<file path="config.mk">
export PLATFORM = sky130hd
export DESIGN_NAME = sinrs_ctrl
export DESIGN_NICKNAME = d
export VERILOG_FILES = /design/src/design/sinrs_pkg.sv /design/src/design/sinrs_ctrl.sv
export SDC_FILE = /design/constraint.sdc
export NUM_CORES = 1
export LEC_CHECK = 0
export ABC_AREA = 1
export BUFFER_PORTS_ARGS = -buffer_cell sky130_fd_sc_hd__buf_2
export CORE_MARGIN = 2
export CORE_UTILIZATION = 42
export CTS_BUF_LIST = sky130_fd_sc_hd__clkbuf_8
export DETAILED_ROUTE_END_ITERATION = 10
export GPL_ROUTABILITY_DRIVEN = 0
export GPL_TIMING_DRIVEN = 0
export PLACE_DENSITY = 0.79
export SLEW_MARGIN = 25
export SYNTH_ARGS = -nofsm -noshare
export SYNTH_HDL_FRONTEND = slang
export SYNTH_SLANG_ARGS = --single-unit
</file>
<file path="constraint.sdc">
create_clock -name clk -period 1.5 [get_ports clk]
set_input_delay 0.45 -clock clk [delete_from_list [all_inputs] [get_ports clk]]
set_output_delay 0.45 -clock clk [all_outputs]
set_load 0.02 [all_outputs]
</file>
<file path="src/design/sinrs_pkg.sv">
// Package for the sorted index node route split unit.
// Holds sizes, state machine, command and status types shared by all modules.
// No dependencies.
`timescale 1ns / 1ps

package sinrs_pkg;

  localparam int MAX_ENTRIES = 64;
  localparam int IDX_W       = $clog2(MAX_ENTRIES);
  localparam int CNT_W       = $clog2(MAX_ENTRIES + 1);
  localparam int KEY_W       = 32;
  localparam int ACT_W       = 2;

  localparam logic [CNT_W-1:0] CNT_MAX  = CNT_W'(MAX_ENTRIES);
  localparam logic [CNT_W-1:0] CNT_FULL = CNT_W'(MAX_ENTRIES - 2);

  typedef enum logic [ACT_W-1:0] {
    ACT_INSERT = 2'd0,
    ACT_SPLIT  = 2'd1,
    ACT_LOCATE = 2'd2,
    ACT_ROOT   = 2'd3
  } act_t;

  typedef enum logic [3:0] {
    ST_IDLE,
    ST_DISPATCH,
    ST_INS_CHK,
    ST_INS_CMP,
    ST_SPL_SETUP,
    ST_SPL_MRD,
    ST_SPL_MTAKE,
    ST_SPL_RD,
    ST_SPL_EMIT,
    ST_LOC_CHK,
    ST_LOC_CMP,
    ST_LOC_END,
    ST_EMIT_OK,
    ST_EMIT_FULL,
    ST_EMIT_MID
  } state_t;

  typedef enum logic [1:0] {
    RD_POS_M1,
    RD_MID,
    RD_POS
  } rd_sel_t;

  typedef enum logic [2:0] {
    OUT_OK,
    OUT_FULL,
    OUT_MID,
    OUT_END,
    OUT_HIT,
    OUT_ENTRY
  } out_kind_t;

  typedef struct packed {
    logic      in_ready;
    logic      latch_in;
    logic      pos_count;
    logic      pos_clear;
    logic      pos_dec;
    logic      pos_inc;
    logic      rd_en;
    rd_sel_t   rd_sel;
    logic      wr_shift;
    logic      wr_new;
    logic      set_root;
    logic      split_setup;
    logic      take_mid;
    logic      out_load;
    out_kind_t out_kind;
  } cmd_t;

  typedef struct packed {
    act_t act;
    logic pos_zero;
    logic key_less;
    logic rd_ge;
    logic pos_ge_count;
    logic full;
    logic count_max;
    logic count_zero;
    logic mid_last;
    logic emit_last;
    logic out_free;
  } sts_t;

endpackage

</file>
<file path="src/design/sinrs_ctrl.sv">
// Controller state machine of the sorted index node route split unit.
// Depends on sinrs_pkg for state, command and status types.
`timescale 1ns / 1ps

module sinrs_ctrl (
  input  logic               clk,
  input  logic               rst,
  input  logic               in_valid,
  input  sinrs_pkg::sts_t    sts,
  output sinrs_pkg::cmd_t    cmd
);

  sinrs_pkg::state_t state, state_next;

  always_ff @(posedge clk) begin
    if (rst) begin
      state <= sinrs_pkg::ST_IDLE;
    end else begin
      state <= state_next;
    end
  end

  always_comb begin
    state_next = state;
    case (state)
      sinrs_pkg::ST_IDLE: begin
        if (in_valid) state_next = sinrs_pkg::ST_DISPATCH;
      end
      sinrs_pkg::ST_DISPATCH: begin
        case (sts.act)
          sinrs_pkg::ACT_INSERT: begin
            state_next = sts.full ? sinrs_pkg::ST_EMIT_FULL : sinrs_pkg::ST_INS_CHK;
          end
          sinrs_pkg::ACT_SPLIT: begin
            state_next = sts.count_max ? sinrs_pkg::ST_SPL_SETUP : sinrs_pkg::ST_INS_CHK;
          end
          sinrs_pkg::ACT_LOCATE: state_next = sinrs_pkg::ST_LOC_CHK;
          default:               state_next = sinrs_pkg::ST_EMIT_OK;
        endcase
      end
      sinrs_pkg::ST_INS_CHK: begin
        if (sts.pos_zero) begin
          state_next = (sts.act == sinrs_pkg::ACT_INSERT) ? sinrs_pkg::ST_EMIT_OK
                                                          : sinrs_pkg::ST_SPL_SETUP;
        end else begin
          state_next = sinrs_pkg::ST_INS_CMP;
        end
      end
      sinrs_pkg::ST_INS_CMP: begin
        if (sts.key_less) begin
          state_next = sinrs_pkg::ST_INS_CHK;
        end else begin
          state_next = (sts.act == sinrs_pkg::ACT_INSERT) ? sinrs_pkg::ST_EMIT_OK
                                                          : sinrs_pkg::ST_SPL_SETUP;
        end
      end
      sinrs_pkg::ST_SPL_SETUP: begin
        state_next = sts.count_zero ? sinrs_pkg::ST_EMIT_MID : sinrs_pkg::ST_SPL_MRD;
      end
      sinrs_pkg::ST_SPL_MRD: state_next = sinrs_pkg::ST_SPL_MTAKE;
      sinrs_pkg::ST_SPL_MTAKE: begin
        state_next = sts.mid_last ? sinrs_pkg::ST_EMIT_MID : sinrs_pkg::ST_SPL_RD;
      end
      sinrs_pkg::ST_SPL_RD: state_next = sinrs_pkg::ST_SPL_EMIT;
      sinrs_pkg::ST_SPL_EMIT: begin
        if (sts.out_free) begin
          state_next = sts.emit_last ? sinrs_pkg::ST_IDLE : sinrs_pkg::ST_SPL_RD;
        end
      end
      sinrs_pkg::ST_LOC_CHK: begin
        state_next = sts.pos_ge_count ? sinrs_pkg::ST_LOC_END : sinrs_pkg::ST_LOC_CMP;
      end
      sinrs_pkg::ST_LOC_CMP: begin
        if (!sts.rd_ge) begin
          state_next = sinrs_pkg::ST_LOC_CHK;
        end else if (sts.out_free) begin
          state_next = sinrs_pkg::ST_IDLE;
        end
      end
      sinrs_pkg::ST_LOC_END,
      sinrs_pkg::ST_EMIT_OK,
      sinrs_pkg::ST_EMIT_FULL,
      sinrs_pkg::ST_EMIT_MID: begin
        if (sts.out_free) state_next = sinrs_pkg::ST_IDLE;
      end
      default: state_next = sinrs_pkg::ST_IDLE;
    endcase
  end

  always_comb begin
    cmd = '0;
    cmd.rd_sel   = sinrs_pkg::RD_POS;
    cmd.out_kind = sinrs_pkg::OUT_OK;
    case (state)
      sinrs_pkg::ST_IDLE: begin
        cmd.in_ready = 1'b1;
        cmd.latch_in = in_valid;
      end
      sinrs_pkg::ST_DISPATCH: begin
        case (sts.act)
          sinrs_pkg::ACT_INSERT: cmd.pos_count = !sts.full;
          sinrs_pkg::ACT_SPLIT:  cmd.pos_count = !sts.count_max;
          sinrs_pkg::ACT_LOCATE: cmd.pos_clear = 1'b1;
          default:               cmd.set_root  = 1'b1;
        endcase
      end
      sinrs_pkg::ST_INS_CHK: begin
        if (sts.pos_zero) begin
          cmd.wr_new = 1'b1;
        end else begin
          cmd.rd_en  = 1'b1;
          cmd.rd_sel = sinrs_pkg::RD_POS_M1;
        end
      end
      sinrs_pkg::ST_INS_CMP: begin
        if (sts.key_less) begin
          cmd.wr_shift = 1'b1;
          cmd.pos_dec  = 1'b1;
        end else begin
          cmd.wr_new = 1'b1;
        end
      end
      sinrs_pkg::ST_SPL_SETUP: cmd.split_setup = 1'b1;
      sinrs_pkg::ST_SPL_MRD: begin
        cmd.rd_en  = 1'b1;
        cmd.rd_sel = sinrs_pkg::RD_MID;
      end
      sinrs_pkg::ST_SPL_MTAKE: cmd.take_mid = 1'b1;
      sinrs_pkg::ST_SPL_RD: begin
        cmd.rd_en  = 1'b1;
        cmd.rd_sel = sinrs_pkg::RD_POS;
      end
      sinrs_pkg::ST_SPL_EMIT: begin
        cmd.out_load = sts.out_free;
        cmd.pos_inc  = sts.out_free;
        cmd.out_kind = sinrs_pkg::OUT_ENTRY;
      end
      sinrs_pkg::ST_LOC_CHK: begin
        cmd.rd_en  = !sts.pos_ge_count;
        cmd.rd_sel = sinrs_pkg::RD_POS;
      end
      sinrs_pkg::ST_LOC_CMP: begin
        cmd.pos_inc  = !sts.rd_ge;
        cmd.out_load = sts.rd_ge && sts.out_free;
        cmd.out_kind = sinrs_pkg::OUT_HIT;
      end
      sinrs_pkg::ST_LOC_END: begin
        cmd.out_load = sts.out_free;
        cmd.out_kind = sinrs_pkg::OUT_END;
      end
      sinrs_pkg::ST_EMIT_OK: begin
        cmd.out_load = sts.out_free;
        cmd.out_kind = sinrs_pkg::OUT_OK;
      end
      sinrs_pkg::ST_EMIT_FULL: begin
        cmd.out_load = sts.out_free;
        cmd.out_kind = sinrs_pkg::OUT_FULL;
      end
      sinrs_pkg::ST_EMIT_MID: begin
        cmd.out_load = sts.out_free;
        cmd.out_kind = sinrs_pkg::OUT_MID;
      end
      default: cmd = '0;
    endcase
  end

endmodule

</file>
==> summary.md <==
The average detailed-routed wire length per instance was 16.3 um; the pin count of the biggest net entering global routing was 9. In this run, synthesis inferred 0 flip-flops with an integrated enable. The count of fill cells added during filler insertion came out at 92. The busiest layer in global routing is met2. The count of buffers inserted at the top-level ports is 32, and the fraction of met3 tracks used by global routing is 6.53%. Kind of launch point of the worst setup path: a register.

For the worst setup path, the data arrival time is 1350 ps. For the initial antenna violation count, the log shows 0. The final reports fail on negative setup slack. The register with the most flip-flops in the final layout is state. The H-tree depth came out at 1. Synthesis instantiated 19 different standard cells from the library. The number of clock buffers added by TritonCTS is 3.

The horizontal die dimension was 44.3 um; the sequential element share of the synthesized area was 11.7%. The tools report the first-pass iteration count of the detailed router as 4. Setup repair after global routing could not meet its margin everywhere. The flow ran to the end, but the final reports show violations.

The tools report the max-slew violation total from the final report as 0. The final layout contains 203 nets. In this run the remaining antenna-violating nets after routing total 0. Sort of element at the end of the critical path: an output port. Area added between synthesis and finish: 86.1%. For the aggregate negative setup slack, the log shows -3340 ps. Headroom to the max-slew limit came out at 81.0%. The number of global-route vias before repair was 1,038. Synthesis produced a netlist whose cell count is 138. For this block, the via count after detailed routing is 1,206. For this run, design rule violations remaining after detail routing come to 0. The worst hold path belongs to the class in -> reg. The global-route congestion overflow total is 0, and the worst vdd rail ir drop is 1.28 mV. The post-synthesis average cell area was 4.94 um^2.

The clock edge transition at the registers on the reported setup and hold paths is 30 ps. The minimum clock period after layout works out to 1800 ps. For the worst setup path, the data required time is 1050 ps. TritonCTS built the clock tree. Once detailed placement completed, the half-perimeter wirelength came to 1790 um. The run gives 3.29 ps as the worst clock skew. The critical path class was reg -> out. For this configuration, the core starts out at a cell density of 45.3%. For the number of diodes added for antenna fixing, the log shows 0.

Row generation in the floorplan step produced 14 rows. Wires add up to 3280 um. Registers take 92.6 um^2. In this run the count of I/O pins placed on the die edge is 33. Overall power consumption after layout is estimated at 1.94 mW. Power density normalized to cell area: 1530 nW/um^2. The tools report the synthesized cell area as 682 um^2. The area of combinational cells with multiple inputs was 679 um^2; the wire length of the first global-routing pass was 4360 um.

The leading register cell type out of synthesis was sky130_fd_sc_hd__dfxtp_1. Cell at the root of the clock tree: sky130_fd_sc_hd__clkbuf_8. The library cell contributing the largest single delay on the critical path is sky130_fd_sc_hd__dfxtp_4. CTS saw 4 sinks. The register with the most flip-flops in the layout has 4 of them. In the global route stage, met1 resource usage came out at 35.3%. Static timing analysis puts the maximum clock frequency at 555 MHz. The largest fanout on the critical path came out at 5.

The analysis attributes to cell leakage a power of 0.674 nW. For the area of the die, the log shows 1960 um^2. In the final layout, the share of cells above drive strength 1 is 50.5%.

In this run, the number of DRC markers left after iteration 0 of detailed routing was 78. The net count of the mapped netlist is 153. After synthesis the netlist holds a flip-flop and latch count of 4. The core area is 1510 um^2, and the vertical extent of the die is 44.3 um. Yosys printed 0 warnings. The final count of hold timing violations was 0. The transition at the pin with the smallest max-transition slack came out at 284 ps. The maximum count of clock buffers along a single path is 2, and the source-to-sink clock delay at the later pin of the worst-skew pair is 220 ps. In the global route stage, met2 resource usage came out at 50.6%. For the smallest setup slack after layout, the log shows -303 ps. Max-cap violations in this run came to 0. The signal on the critical path passes through inv_4, nor2_4, nand3b_1, o221ai_2, buf_4. In this run, post-CTS hold repair placed 0 buffers. In the final layout, the registers with the most flip-flops are state (4).

The via density per instance is 5.97. In the synthesized netlist the async set-or-reset flop fraction comes to 0%. Global routing used 30.2% of the available tracks across all layers. The worst stage delay on the critical path came out at 430 ps.

The worst path uses 120% of the clock period. The final count of negative-setup-slack endpoints is 17.
[cells in the final DEF (no fill, tap or decap), types with 2 or more instances in the layout]
master	count
sky130_fd_sc_hd__a21oi_1	2
sky130_fd_sc_hd__a21oi_2	2
sky130_fd_sc_hd__buf_2	19
sky130_fd_sc_hd__buf_4	21
sky130_fd_sc_hd__buf_6	6
sky130_fd_sc_hd__clkbuf_8	3
sky130_fd_sc_hd__dfxtp_4	3
sky130_fd_sc_hd__inv_1	13
sky130_fd_sc_hd__inv_2	2
sky130_fd_sc_hd__inv_4	2
sky130_fd_sc_hd__inv_6	3
sky130_fd_sc_hd__nand2_1	31
sky130_fd_sc_hd__nand2_2	7
sky130_fd_sc_hd__nand2_4	4
sky130_fd_sc_hd__nand3_1	14
sky130_fd_sc_hd__nand3b_1	4
sky130_fd_sc_hd__nor2_1	19
sky130_fd_sc_hd__nor2_2	6
sky130_fd_sc_hd__nor2_4	6
sky130_fd_sc_hd__o21ai_0	4
sky130_fd_sc_hd__o21ai_2	2
[layout make-up]
class                           count  area share, %
Buffer                              2           2.17
Timing Repair Buffer               45           24.7
Tap cell                           16           1.58
Inverter                           20           7.50
Multi-Input combinational cell    112           53.6
Clock buffer                        3           3.25
Sequential cell                     4           7.30
[metal layers]
layer,up-vias,part of all wire [%]
met5,-,0
met4,0,4.3
met3,19,10
met2,95,47
met1,550,38
li1,542,-
[final timing paths]
path / startpoint / to / slack [ps] / depth (start not counted)
worst max-delay path: state[1] / cmd[11] / -300 / 5
worst min register to register: state[3] / state[2] / 680 / 4
worst max register to register: state[0] / state[3] / 20 / 12
worst min-delay path: rst / state[0] / 430 / 2
[worst max-delay path: cells and delay by family, from the launching register on]
family / cells / cell delay, ps
DFF: 1 / 430
AOI/OAI and AO/OA: 1 / 130
buffers and inverters: 2 / 240
and+or+nand+nor: 2 / 330
[synth_stat cells (2+ instances only)]
master                     number  area share (%)
sky130_fd_sc_hd__a21oi_1        5             3.7
sky130_fd_sc_hd__dfxtp_1        4              12
sky130_fd_sc_hd__inv_1         18             9.9
sky130_fd_sc_hd__inv_2          2             1.1
sky130_fd_sc_hd__nand2_1       43              24
sky130_fd_sc_hd__nand3_1       15              11
sky130_fd_sc_hd__nand3b_1       4             4.4
sky130_fd_sc_hd__nor2_1        30              17
sky130_fd_sc_hd__o21ai_0        7             5.1
[power by group]
group / leakage [nW] / internal (mW) / switching, mW
registers: 0.0353 / 0.161 / 0.108
clock network: 0.0216 / 0.170 / 0.0501
logic: 0.617 / 0.548 / 0.904
total: 0.674 / 0.879 / 1.06
[metrics by stage]
step	setup WS [ps]	util [%]	hold WS, ps	std cells	cell area (um^2)
2_1_floorplan	-74.6	-	514	138	727
3_5_place_dp	-271	60.2	649	186	907
4_1_cts	-232	78.0	418	198	1170
3_3_place_gp	-247	60.2	645	186	907
5_1_grt	-339	84.2	436	202	1270
6_report	-303	84.2	427	202	1270
[cells by family (layout without fill, tap and decap cells)]
| group | Yosys count | in the layout | synth area share (%) |
|---|---|---|---|
| DFF | 4 | 4 | 11.7 |
| and+or+nand+nor | 96 | 96 | 61.8 |
| AOI/OAI and AO/OA | 16 | 16 | 13.6 |
| buffers and inverters | 22 | 70 | 12.8 |
[timing repair]
action | 4_1_cts | 5_1_grt
setup endpoints to repair | 18 | 19
pin swaps | 8 | 3
gates resized for setup | 56 | 18
buffers inserted | 9 | 4
No activity file was read; power rests on OpenSTA's default activity.
